[config.mk]
export PLATFORM = sky130hd
export DESIGN_NAME = standard_waveform_sample_generator_unit
export DESIGN_NICKNAME = d
export VERILOG_FILES = /design/src/rtl/core/swsg_pkg.sv /design/src/rtl/core/swsg_div.sv /design/src/rtl/core/standard_waveform_sample_generator_unit.sv
export SDC_FILE = /design/constraint.sdc
export NUM_CORES = 2
export LEC_CHECK = 0
export BUFFER_PORTS_ARGS = -buffer_cell sky130_fd_sc_hd__buf_4
export CAP_MARGIN = 20
export CORE_UTILIZATION = 30
export CTS_CLUSTER_DIAMETER = 40
export DETAILED_ROUTE_END_ITERATION = 10
export PLACE_DENSITY = 0.46
export REMOVE_ABC_BUFFERS = 1
export SYNTH_ARGS = -nofsm -noshare
export SYNTH_HDL_FRONTEND = slang
export SYNTH_HIERARCHICAL = 1
export SYNTH_SLANG_ARGS = --single-unit
[constraint.sdc]
create_clock -name clk -period 13.95 [get_ports clk]
set_input_delay 1.395 -clock clk [delete_from_list [all_inputs] [get_ports clk]]
set_output_delay 1.395 -clock clk [all_outputs]
set_load 0.02 [all_outputs]
[src/rtl/core/swsg_pkg.sv]
// Shared types and constants for the standard waveform sample generator.
`default_nettype none
package swsg_pkg;

  // field and datapath widths
  localparam int LEN_W = 13;
  localparam int IDX_W = 12;
  localparam int TYPE_W = 3;
  localparam int STAT_W = 2;
  localparam int Q_W = 17;                 // quotient, up to 65536
  localparam int NUM_W = IDX_W + Q_W;      // dividend, below len * 2^17

  localparam logic [LEN_W-1:0] MAX_TABLE_LENGTH = 13'd4096;
  localparam logic [LEN_W-1:0] TABLE_LENGTH_RESET = 13'd64;

  // wave type codes
  localparam logic [TYPE_W-1:0] WAVE_SINE = 3'd0;
  localparam logic [TYPE_W-1:0] WAVE_SAW_UP = 3'd1;
  localparam logic [TYPE_W-1:0] WAVE_SAW_DOWN = 3'd2;
  localparam logic [TYPE_W-1:0] WAVE_SQUARE = 3'd3;
  localparam logic [TYPE_W-1:0] WAVE_TRIANGLE = 3'd4;

  // status codes
  localparam logic [STAT_W-1:0] STAT_OK = 2'd0;
  localparam logic [STAT_W-1:0] STAT_BAD_TYPE = 2'd1;
  localparam logic [STAT_W-1:0] STAT_RANGE = 2'd2;

  // quarter-sine polynomial coefficients, Q1.30
  localparam logic [30:0] SIN_A = 31'd1686629713;
  localparam logic [29:0] SIN_B = 30'd688904866;
  localparam logic [26:0] SIN_C = 27'd76016977;

  // per-word info carried beside the divider
  typedef struct packed {
    logic [TYPE_W-1:0] wave_type;
    logic [STAT_W-1:0] status;
    logic              sq_high;   // square: first half of the cycle
  } side_t;

endpackage
`default_nettype wire

[src/rtl/core/swsg_div.sv]
// Pipelined restoring divider: 17 quotient bits, four bits per stage, one bit in the last stage.
`default_nettype none
module swsg_div (
  input  wire logic                          clk,
  input  wire logic                          rst_n,
  input  wire logic                          in_valid,
  output logic                               in_ready,
  input  wire logic [swsg_pkg::NUM_W-1:0]    in_num,
  input  wire swsg_pkg::side_t               in_side,
  input  wire logic [swsg_pkg::LEN_W-1:0]    div_len,
  output logic                               out_valid,
  input  wire logic                          out_ready,
  output logic [swsg_pkg::Q_W-1:0]           out_q,
  output swsg_pkg::side_t                    out_side
);

  localparam int LW = swsg_pkg::LEN_W;
  localparam int QW = swsg_pkg::Q_W;
  localparam int STEP = 4;
  localparam int NSTG = (QW + STEP - 1) / STEP;

  logic [NSTG:0]   rdy;
  logic [NSTG-1:0] v_r;
  logic [LW-1:0]   rem_r [NSTG];
  logic [QW-1:0]   low_r [NSTG];
  logic [QW-1:0]   q_r   [NSTG];
  swsg_pkg::side_t side_r [NSTG];

  assign rdy[NSTG] = out_ready;
  assign in_ready  = rdy[0];

  for (genvar k = 0; k < NSTG; k++) begin : g_stg
    localparam int NB = (QW - k * STEP < STEP) ? (QW - k * STEP) : STEP;

    logic [LW-1:0]   rem_in, rem_c;
    logic [QW-1:0]   low_in, low_c, q_in, q_c;
    logic [LW:0]     remx;
    swsg_pkg::side_t side_in;
    logic            v_in;

    // stage source: the input port or the stage before
    if (k == 0) begin : g_first
      assign rem_in  = {1'b0, in_num[swsg_pkg::NUM_W-1:QW]};
      assign low_in  = in_num[QW-1:0];
      assign q_in    = '0;
      assign side_in = in_side;
      assign v_in    = in_valid;
    end else begin : g_next
      assign rem_in  = rem_r[k-1];
      assign low_in  = low_r[k-1];
      assign q_in    = q_r[k-1];
      assign side_in = side_r[k-1];
      assign v_in    = v_r[k-1];
    end

    // NB shift-compare-subtract steps
    always_comb begin
      rem_c = rem_in;
      low_c = low_in;
      q_c   = q_in;
      remx  = '0;
      for (int j = 0; j < NB; j++) begin
        remx  = {rem_c, low_c[QW-1]};
        low_c = {low_c[QW-2:0], 1'b0};
        if (remx >= {1'b0, div_len}) begin
          rem_c = LW'(remx - {1'b0, div_len});
          q_c   = {q_c[QW-2:0], 1'b1};
        end else begin
          rem_c = remx[LW-1:0];
          q_c   = {q_c[QW-2:0], 1'b0};
        end
      end
    end

    assign rdy[k] = !v_r[k] || rdy[k+1];

    always_ff @(posedge clk) begin
      if (!rst_n) begin
        v_r[k] <= 1'b0;
      end else if (rdy[k]) begin
        v_r[k] <= v_in;
      end
      if (rdy[k]) begin
        rem_r[k]  <= rem_c;
        low_r[k]  <= low_c;
        q_r[k]    <= q_c;
        side_r[k] <= side_in;
      end
    end
  end

  assign out_valid = v_r[NSTG-1];
  assign out_q     = q_r[NSTG-1];
  assign out_side  = side_r[NSTG-1];

endmodule
`default_nettype wire

[src/rtl/core/standard_waveform_sample_generator_unit.sv]
// Top level of the standard waveform sample generator.
`default_nettype none
// Takes one word (wave type, sample index) per cycle while the output is not stalled
// and returns one Q1.15 sample per word, in order: one input register, a five-stage
// pipelined divider by table_length (four quotient bits per stage, one in the last),
// then six stages for waveform shaping, the sine polynomial (one multiplier per stage)
// and output rounding. Sustained rate is one word per clock when the output is not
// stalled. table_length is clamped to 4096 on write and may only be changed
// while no word is in flight. Unknown types give status 1, indexes at or past the
// length give status 2; both return sample 0.
module standard_waveform_sample_generator_unit (
  input  wire logic               clk,
  input  wire logic               rst_n,
  input  wire logic               cfg_wr_en,
  input  wire logic [12:0]        cfg_wr_data,
  input  wire logic               in_valid,
  output logic                    in_ready,
  input  wire logic [2:0]         in_wave_type,
  input  wire logic [11:0]        in_sample_index,
  output logic                    out_valid,
  input  wire logic               out_ready,
  output logic signed [15:0]      out_sample_value,
  output logic [1:0]              out_status
);

  localparam int LW = swsg_pkg::LEN_W;
  localparam int QW = swsg_pkg::Q_W;
  localparam int NW = swsg_pkg::NUM_W;

  typedef struct packed {
    logic              is_sine;
    logic              neg;
    logic signed [15:0] val;
    logic [1:0]        status;
  } tail_t;

  function automatic logic signed [15:0] sat_pos(input logic signed [18:0] v);
    if (v > 19'sd32767) begin
      return 16'sd32767;
    end
    return v[15:0];
  endfunction

  // table length register
  logic [LW-1:0] len_r;
  always_ff @(posedge clk) begin
    if (!rst_n) begin
      len_r <= swsg_pkg::TABLE_LENGTH_RESET;
    end else if (cfg_wr_en) begin
      len_r <= (cfg_wr_data > swsg_pkg::MAX_TABLE_LENGTH) ? swsg_pkg::MAX_TABLE_LENGTH
                                                         : cfg_wr_data;
    end
  end

  // stage A: classify and build the dividend
  logic            a_v_r, a_rdy, div_in_ready;
  logic [NW-1:0]   a_num_r, num_nxt;
  swsg_pkg::side_t a_side_r, side_nxt;
  logic [LW:0]     diff;
  logic [LW-1:0]   absd;
  logic [LW-1:0]   idx2;

  always_comb begin
    idx2 = {in_sample_index, 1'b0};
    diff = {1'b0, idx2} - {1'b0, len_r};
    absd = diff[LW] ? LW'(-diff) : diff[LW-1:0];
    side_nxt.wave_type = in_wave_type;
    side_nxt.sq_high   = (idx2 < len_r);
    if (in_wave_type > swsg_pkg::WAVE_TRIANGLE) begin
      side_nxt.status = swsg_pkg::STAT_BAD_TYPE;
    end else if ({1'b0, in_sample_index} >= len_r) begin
      side_nxt.status = swsg_pkg::STAT_RANGE;
    end else begin
      side_nxt.status = swsg_pkg::STAT_OK;
    end
    case (in_wave_type)
      swsg_pkg::WAVE_SINE: num_nxt = {1'b0, in_sample_index, 16'b0};
      swsg_pkg::WAVE_TRIANGLE: num_nxt = NW'({absd, 16'b0}) + NW'(len_r >> 1);
      default: num_nxt = {1'b0, in_sample_index, 16'b0} + NW'(len_r >> 1);
    endcase
  end

  assign a_rdy    = !a_v_r || div_in_ready;
  assign in_ready = a_rdy;

  always_ff @(posedge clk) begin
    if (!rst_n) begin
      a_v_r <= 1'b0;
    end else if (a_rdy) begin
      a_v_r <= in_valid;
    end
    if (a_rdy) begin
      a_num_r  <= num_nxt;
      a_side_r <= side_nxt;
    end
  end

  // divider
  logic            div_out_valid, b_rdy;
  logic [QW-1:0]   div_q;
  swsg_pkg::side_t div_side;

  swsg_div u_div (
    .clk       (clk),
    .rst_n     (rst_n),
    .in_valid  (a_v_r),
    .in_ready  (div_in_ready),
    .in_num    (a_num_r),
    .in_side   (a_side_r),
    .div_len   (len_r),
    .out_valid (div_out_valid),
    .out_ready (b_rdy),
    .out_q     (div_q),
    .out_side  (div_side)
  );

  // stage B: shape saw/square/triangle, fold sine phase
  logic           b_v_r, c_rdy;
  logic [16:0]    b_x_r, x_nxt;
  tail_t          b_t_r, tail_nxt;
  logic signed [18:0] up, down;
  logic [14:0]    xr;

  always_comb begin
    up   = $signed({2'b0, div_q}) - 19'sd32768;
    down = 19'sd32768 - $signed({2'b0, div_q});
    xr   = div_q[14] ? (15'd16384 - {1'b0, div_q[13:0]}) : {1'b0, div_q[13:0]};
    x_nxt = {xr, 2'b0};
    tail_nxt.status  = div_side.status;
    tail_nxt.neg     = div_q[15];
    tail_nxt.is_sine = (div_side.status == swsg_pkg::STAT_OK) &&
                       (div_side.wave_type == swsg_pkg::WAVE_SINE);
    case (div_side.wave_type) inside
      swsg_pkg::WAVE_SAW_UP: tail_nxt.val = sat_pos(up);
      swsg_pkg::WAVE_SAW_DOWN, swsg_pkg::WAVE_TRIANGLE: tail_nxt.val = sat_pos(down);
      swsg_pkg::WAVE_SQUARE: tail_nxt.val = div_side.sq_high ? 16'sd32767 : 16'sh8000;
      default: tail_nxt.val = '0;
    endcase
    if (div_side.status != swsg_pkg::STAT_OK) begin
      tail_nxt.val = '0;
    end
  end

  assign b_rdy = !b_v_r || c_rdy;
  always_ff @(posedge clk) begin
    if (!rst_n) begin
      b_v_r <= 1'b0;
    end else if (b_rdy) begin
      b_v_r <= div_out_valid;
    end
    if (b_rdy) begin
      b_x_r <= x_nxt;
      b_t_r <= tail_nxt;
    end
  end

  // stage C: x^2
  logic        c_v_r, d_rdy;
  logic [16:0] c_x_r, c_x2_r;
  tail_t       c_t_r;
  logic [33:0] xx;
  assign xx    = b_x_r * b_x_r;
  assign c_rdy = !c_v_r || d_rdy;
  always_ff @(posedge clk) begin
    if (!rst_n) begin
      c_v_r <= 1'b0;
    end else if (c_rdy) begin
      c_v_r <= b_v_r;
    end
    if (c_rdy) begin
      c_x_r  <= b_x_r;
      c_x2_r <= xx[32:16];
      c_t_r  <= b_t_r;
    end
  end

  // stage D: t = B - x^2*C
  logic        d_v_r, e_rdy;
  logic [16:0] d_x_r, d_x2_r;
  logic [29:0] d_tc_r;
  tail_t       d_t_r;
  logic [43:0] pc;
  assign pc    = c_x2_r * swsg_pkg::SIN_C;
  assign d_rdy = !d_v_r || e_rdy;
  always_ff @(posedge clk) begin
    if (!rst_n) begin
      d_v_r <= 1'b0;
    end else if (d_rdy) begin
      d_v_r <= c_v_r;
    end
    if (d_rdy) begin
      d_x_r  <= c_x_r;
      d_x2_r <= c_x2_r;
      d_tc_r <= swsg_pkg::SIN_B - 30'(pc[43:16]);
      d_t_r  <= c_t_r;
    end
  end

  // stage E: u = A - x^2*t
  logic        e_v_r, f_rdy;
  logic [16:0] e_x_r;
  logic [30:0] e_u_r;
  tail_t       e_t_r;
  logic [46:0] pt;
  assign pt    = d_x2_r * d_tc_r;
  assign e_rdy = !e_v_r || f_rdy;
  always_ff @(posedge clk) begin
    if (!rst_n) begin
      e_v_r <= 1'b0;
    end else if (e_rdy) begin
      e_v_r <= d_v_r;
    end
    if (e_rdy) begin
      e_x_r <= d_x_r;
      e_u_r <= swsg_pkg::SIN_A - pt[46:16];
      e_t_r <= d_t_r;
    end
  end

  // stage F: y = x*u
  logic        f_v_r, g_rdy;
  logic [31:0] f_y_r;
  tail_t       f_t_r;
  logic [47:0] pu;
  assign pu    = e_x_r * e_u_r;
  assign f_rdy = !f_v_r || g_rdy;
  always_ff @(posedge clk) begin
    if (!rst_n) begin
      f_v_r <= 1'b0;
    end else if (f_rdy) begin
      f_v_r <= e_v_r;
    end
    if (f_rdy) begin
      f_y_r <= pu[47:16];
      f_t_r <= e_t_r;
    end
  end

  // stage G: round, saturate, sign, output register
  logic        g_v_r;
  logic signed [15:0] g_val_r, val_nxt, mag;
  logic [1:0]  g_st_r;
  logic [32:0] yr;
  always_comb begin
    yr  = {1'b0, f_y_r} + 33'd16384;
    mag = (yr[32:15] > 18'd32767) ? 16'sd32767 : $signed(yr[30:15]);
    if (f_t_r.is_sine) begin
      val_nxt = f_t_r.neg ? -mag : mag;
    end else begin
      val_nxt = f_t_r.val;
    end
  end

  assign g_rdy = !g_v_r || out_ready;
  always_ff @(posedge clk) begin
    if (!rst_n) begin
      g_v_r <= 1'b0;
    end else if (g_rdy) begin
      g_v_r <= f_v_r;
    end
    if (g_rdy) begin
      g_val_r <= val_nxt;
      g_st_r  <= f_t_r.status;
    end
  end

  assign out_valid        = g_v_r;
  assign out_sample_value = g_val_r;
  assign out_status       = g_st_r;

endmodule
`default_nettype wire

Word-level counts from Yosys, hierarchy flattened

Memories as Yosys holds them, arrays and structs flattened.
Cells that the tools add are included.
Widths: inputs -> output; s select.

Register bits after elaboration: 365
Word-level logic and storage cells: 209
Bits in writable memories: 260
Memories kept: 4
Input port bits: 33

Magnitude comparators: 24
Multiplexer cells: 65
Add/sub/neg operators: 28
Reduce and logical (&&, ||, !) cells: 30
Multiply operators: 4
Equal/unequal tests: 5

Memory list:

| name         | words | bits a word | read ports | clocked after Yosys merged registers in | write ports | line           | RTL |
|---|---|---|---|---|---|---|---|
| u_div.q_r    | 5     | 17          | 5          | 0                                       | 5           | swsg_div.sv:26 | `logic [QW-1:0] q_r [NSTG];` |
| u_div.low_r  | 5     | 16          | 4          | 0                                       | 5           | swsg_div.sv:25 | `logic [QW-1:0] low_r [NSTG];` |
| u_div.rem_r  | 5     | 13          | 4          | 0                                       | 5           | swsg_div.sv:24 | `logic [LW-1:0] rem_r [NSTG];` |
| u_div.side_r | 5     | 6           | 5          | 0                                       | 5           | swsg_div.sv:27 | `swsg_pkg::side_t side_r [NSTG];` |

Operator list:

| cell                   | count |
|---|---|
| $mux 13                | 19 |
| $ge 14x13->1           | 16 |
| $sub 13x13->13         | 17 |
| $mux 16                | 11 |
| $pmux 29 s2            | 1 |
| $mul 17x30->47         | 1 |
| $mul 15x31->46         | 1 |
| $mul 17x27->44 const B | 1 |
| $gt 18x16->1 const B   | 2 |
| $add 32x15->33 const B | 1 |
| $mux 1                 | 32 |
| $sub 31x31->31 const A | 1 |
| $sub 30x28->30 const A | 1 |
| $add 28x12->29         | 1 |
| $add 29x12->29         | 1 |
| $mul 15x15->29         | 1 |
| $gt 18x15->1 const B   | 1 |
| $sub 16x17->18 const A | 1 |
| $sub 17x16->18 const B | 1 |
| $neg 16->16            | 1 |
| $sub 15x14->15 const A | 1 |
| $mux 14                | 1 |
| $sub 13x13->14         | 1 |
| $ge 12x13->1           | 1 |
| 16 further kinds       | 41 |

Depth between registers and ports, before layout

Word-level depth: 14
Gate-level depth with buffers: 49

Modules after synthesis

The synthesis kept the hierarchy.

By module, submodules not included:

| module                                  | times used | area each (um2) | cells each |
|---|---|---|---|
| standard_waveform_sample_generator_unit | 1          | 56905.8         | 5771 |
| swsg_div                                | 1          | 17635.7         | 1868 |

Least setup slack after synthesis

OpenSTA, ideal clock, no wires.

Kind: register -> register
From: register len_r[1]
To: memory u_div/rem_r[0][10] (netlist name), data pin
Library setup time: 275 ps
Cell stages (with the launch flop): 41
Data arrival time: 10084 ps
Clock period less this slack: 10359 ps
Setup slack: 3591 ps
Path through: dfxtp_1 > inv_1 > ha_1 > nand3_1 > o41ai_1 > nor2_1 > o21a_1 > and2_1 > inv_1 > clkbuf_1 > mux2_2 > ha_1 > nand4_1 > a211oi_1 > o221ai_1 > a21oi_1 > o22ai_1 > o31a_1 > [... 5 more ...] > nand2_1 > o21ai_0 > a311oi_1 > a22oi_1 > o41ai_1 > nand2_1 > mux2_2 > buf_2 > mux2_2 > ha_1 > and4_1 > a221oi_1 > o21ai_0 > o21a_1 > a31oi_1 > o211a_1 > clkbuf_1 > o221ai_1

RTL lines:

| element                | line                                          | RTL |
|---|---|---|
| from (decl)            | standard_waveform_sample_generator_unit.sv:45 | `logic [LW-1:0] len_r;` |
| from (signal assigned) | standard_waveform_sample_generator_unit.sv:48 | `len_r <= swsg_pkg::TABLE_LENGTH_RESET;` |
| from (signal assigned) | standard_waveform_sample_generator_unit.sv:50 | `len_r <= (cfg_wr_data > swsg_pkg::MAX_TABLE_LENGTH) ? swsg_pkg::MAX_TABLE_LENGTH` |
| to (decl)              | swsg_div.sv:24                                |  |

==> impl_metrics.yaml <==
run_status:
  status: "finished, final reports clean"
drt:
  drc: 0
  wire_per_inst_um: 18.3
  route.antenna.remaining_nets: 0
  drt-initial-drc-count: 2653
  firstDrtPassIters: 5
  drt_wl_total_mm: 201
  vias_per_cell: 4.83
  routed-via-count: 53100
die:
  chipHeight_um: 500
  rows: 182
  pin_count: 53
  fp.dieArea_um2: 250000
  initial_core_util: 0.303
  core_area_um2: 246000
  floorplan.die.width_um: 500
synth:
  count_of_flip_flops_with_a_built_in_enable_after_synthesis: 489
  yosys_warnings: 6
  syn_avg_cell_area_um2: 9.76
  yosys_most_used_dff: "edfxtp_1"
  post_synth_inst_count: 7639
  synth.cell_area_um2: 74500
  synth_top_cells_by_count: "inv_1, fa_1, nand2_1, ha_1, edfxtp_1"
  synth_top_cells_by_area: "fa_1, edfxtp_1, ha_1"
  synth_largest_area_cell: "fa_1"
  synth_largest_type_area_fraction: 0.291
  ys_types: 108
  postSynthRegisterBits: 514
  ys_async_sr_fraction: 0
  share_of_synthesized_area_occupied_by_flip_flops_and_latches: 0.204
  synth_most_common_cell: "inv_1"
timing:
  grt_setup_unrepaired: "false"
  period_share: 0.843
  setup_viol: 0
  worst_clock_skew_ps: 40.3
  timing.max_slew.rel_slack: 0.294
  finalHoldViolCount: 0
  post-route-min-period_ps: 11760
  fin_setup_tns_ps: 0
  finalMaxSlewViolations: 0
  max_slew.worst_pin.slew_ps: 1040
  fin_ws_ps: 2190
  maxClockFrequency_mhz: 85.0
global_routing:
  gr-usage-all-layers: 0.163
  initial_antenna_violation_count: 4
  via_count_of_the_first_global_routing_pass: 57200
  largest_net_degree_at_the_start_of_global_routing: 62
  grt_first_pass_wirelength_mm: 323
  grt_overflow: 0
clocking:
  cts_sinks: 514
  htree_num_levels: 3
  numCtsBuffers: 96
  hold_buffers: 0
  clock_transition_at_the_register_clock_pins_on_the_worst_setup_and_hold_paths_after_cts_ps: 50
  tritoncts_clock_tree: "yes"
  post_cts_buffers: 0
  cts.path.max_buffers: 3
  cts_root_buffer: "clkbuf_16"
  clock_latency_ps: 730
  cts_resized: 0
critical_path:
  setup.worst_path.end: "u_div/rem_r[0][4]"
  timing.reg2reg.setup_slack_ps: 2190
  startpoint: "len_r[1]"
  timing.critical_path.mode_cell: "inv_1"
  cp_data_required_time_ps: 14500
  data_arrival_critical_path_ps: 12320
  worst-r2r-cell-count: 37
  timing.critical_path.slowest_stage_cell: "nor4b_2"
  worstSetupPathType: "register to register"
  cp_slowest_stage_delay_ps: 770
  regToRegEndpoint: "u_div/rem_r[0][4]"
  critical_path.reg2reg.startpoint: "len_r[1]"
  timing.critical_path.fanout_max: 26
  critical_path.endpoint_type: "register"
  cp-start-kind: "register"
cells_and_area:
  multi_input_comb_area_um2: 53600
  ff_latch_area_um2: 15200
  n_fill_cell: 25300
  nets: 9450
  relative_area_change_from_synthesis_to_final_layout_pct: 9.95
  layout-drive-gt1-share: 0.0618
min_path:
  hold_class: "register to register"
placed_design:
  detailedPlacementHpwl_mm: 155
  place_congestion: 0.859
  placement.io_buffers: 52
  detailedPlace.worstSlack_ps: 2360
run:
  max_cap_violations: 0
-- cells by family (layout without fill, tap and decap cells) --
kind of cell,Yosys count,after routing,synth area share
simple gates,2214,2214,0.145
flops,514,514,0.204
mux,139,139,0.0205
xor+xnor,341,341,0.0401
compound gates,1087,1087,0.0985
buf+inv,1528,1567,0.0780
other cells,1,9,0.0000503
fa+ha+maj,1815,1815,0.414
-- final cells by class --
type | count | area share
diodes | 1 | 0.0000305
clock buffers | 102 | 0.0298
clock inverters | 79 | 0.0109
inverters | 1256 | 0.0575
multi-input cells | 5604 | 0.654
flip-flops and latches | 514 | 0.185
well taps | 3312 | 0.0506
repair buffers | 130 | 0.0121
-- flip-flops by register name (all words and copies together) (netlist names), 16 cells and up --
register and count:
d_t_r 20, c_x2_r 17, u_div/side_r 30, b_t_r 20
d_tc_r 30, f_y_r 18, e_u_r 31, c_t_r 20
f_t_r 20, out_sample_value 16, a_num_r 25, u_div/q_r 57
u_div/low_r 28, d_x2_r 17, u_div/rem_r 52, e_t_r 20
-- cells in the final DEF, fill, tap and decap left out, types with 18 or more instances in the layout --
master / synthesis / layout
xor2_1: 114 / 114
and3_1: 52 / 52
ha_1: 730 / 730
nor2b_1: 61 / 61
a31oi_1: 32 / 32
a21oi_1: 278 / 278
nor2_1: 303 / 303
mux2i_1: 34 / 34
or2_2: 21 / 21
clkbuf_16: 0 / 97
nand4_1: 58 / 58
nand3_1: 90 / 88
dfxtp_1: 25 / 25
o21ai_0: 205 / 205
a21o_1: 115 / 115
a211oi_1: 42 / 42
buf_4: 2 / 129
o211ai_1: 25 / 25
and2_1: 455 / 455
o31ai_1: 24 / 24
a221o_1: 26 / 26
nor3_1: 91 / 91
mux2_2: 99 / 99
o21bai_1: 22 / 22
fa_1: 1085 / 1085
o21a_1: 73 / 73
o221ai_1: 18 / 18
nor4_1: 18 / 18
or3_1: 39 / 39
a21boi_0: 20 / 20
nand2_1: 895 / 893
xnor2_1: 227 / 227
inv_1: 1251 / 1249
edfxtp_1: 489 / 489
nand2b_1: 53 / 53
-- critical path: cells and delay by family (launching register included) --
kind / cells / cell delay [ps]
multiplexers: 3 / 1310
adder cells (fa/ha/maj): 4 / 1450
buffers and inverters: 6 / 1600
flip-flops: 1 / 300
AND/OR/NAND/NOR: 7 / 1890
AO/OA/AOI/OAI: 17 / 5020
-- stage by stage --
stage / hold slack (ps) / instance area, µm² / cells / utilization
floorplan: 400 / 73500 / 7374 / -
global placement: 400 / 78600 / 10800 / 0.319
detailed placement: 405 / 78600 / 10800 / 0.319
CTS: 409 / 81900 / 11000 / 0.333
global route: 419 / 82000 / 11000 / 0.333
finish: 409 / 82000 / 11000 / 0.333
-- how the worst min path moves through the flow --
stage / from / endpoint / slack, ps / cells past startpoint
2_1_floorplan: b_t_r[0] / c_t_r[0] / 400 / 0
3_3_place_gp: b_t_r[16] / c_t_r[16] / 400 / 0
3_5_place_dp: b_t_r[12] / c_t_r[12] / 400 / 0
4_1_cts: u_div/q_r[0][47] / u_div/q_r[0][65] / 410 / 0
5_1_grt: b_t_r[9] / c_t_r[9] / 420 / 0
6_report: u_div/q_r[0][47] / u_div/q_r[0][65] / 410 / 0
-- metal layers --
layer / GRT usage / share of wire / up-vias
li1: - / - / 25100
met1: 0.207 / 0.44 / 26900
met2: 0.296 / 0.51 / 887
met3: 0.0160 / 0.033 / 245
met4: 0.0382 / 0.021 / 0
met5: 0 / 0 / -
Power is not shown: default switching activity piles up to over one toggle a cycle in this logic, so the estimate is an artifact.
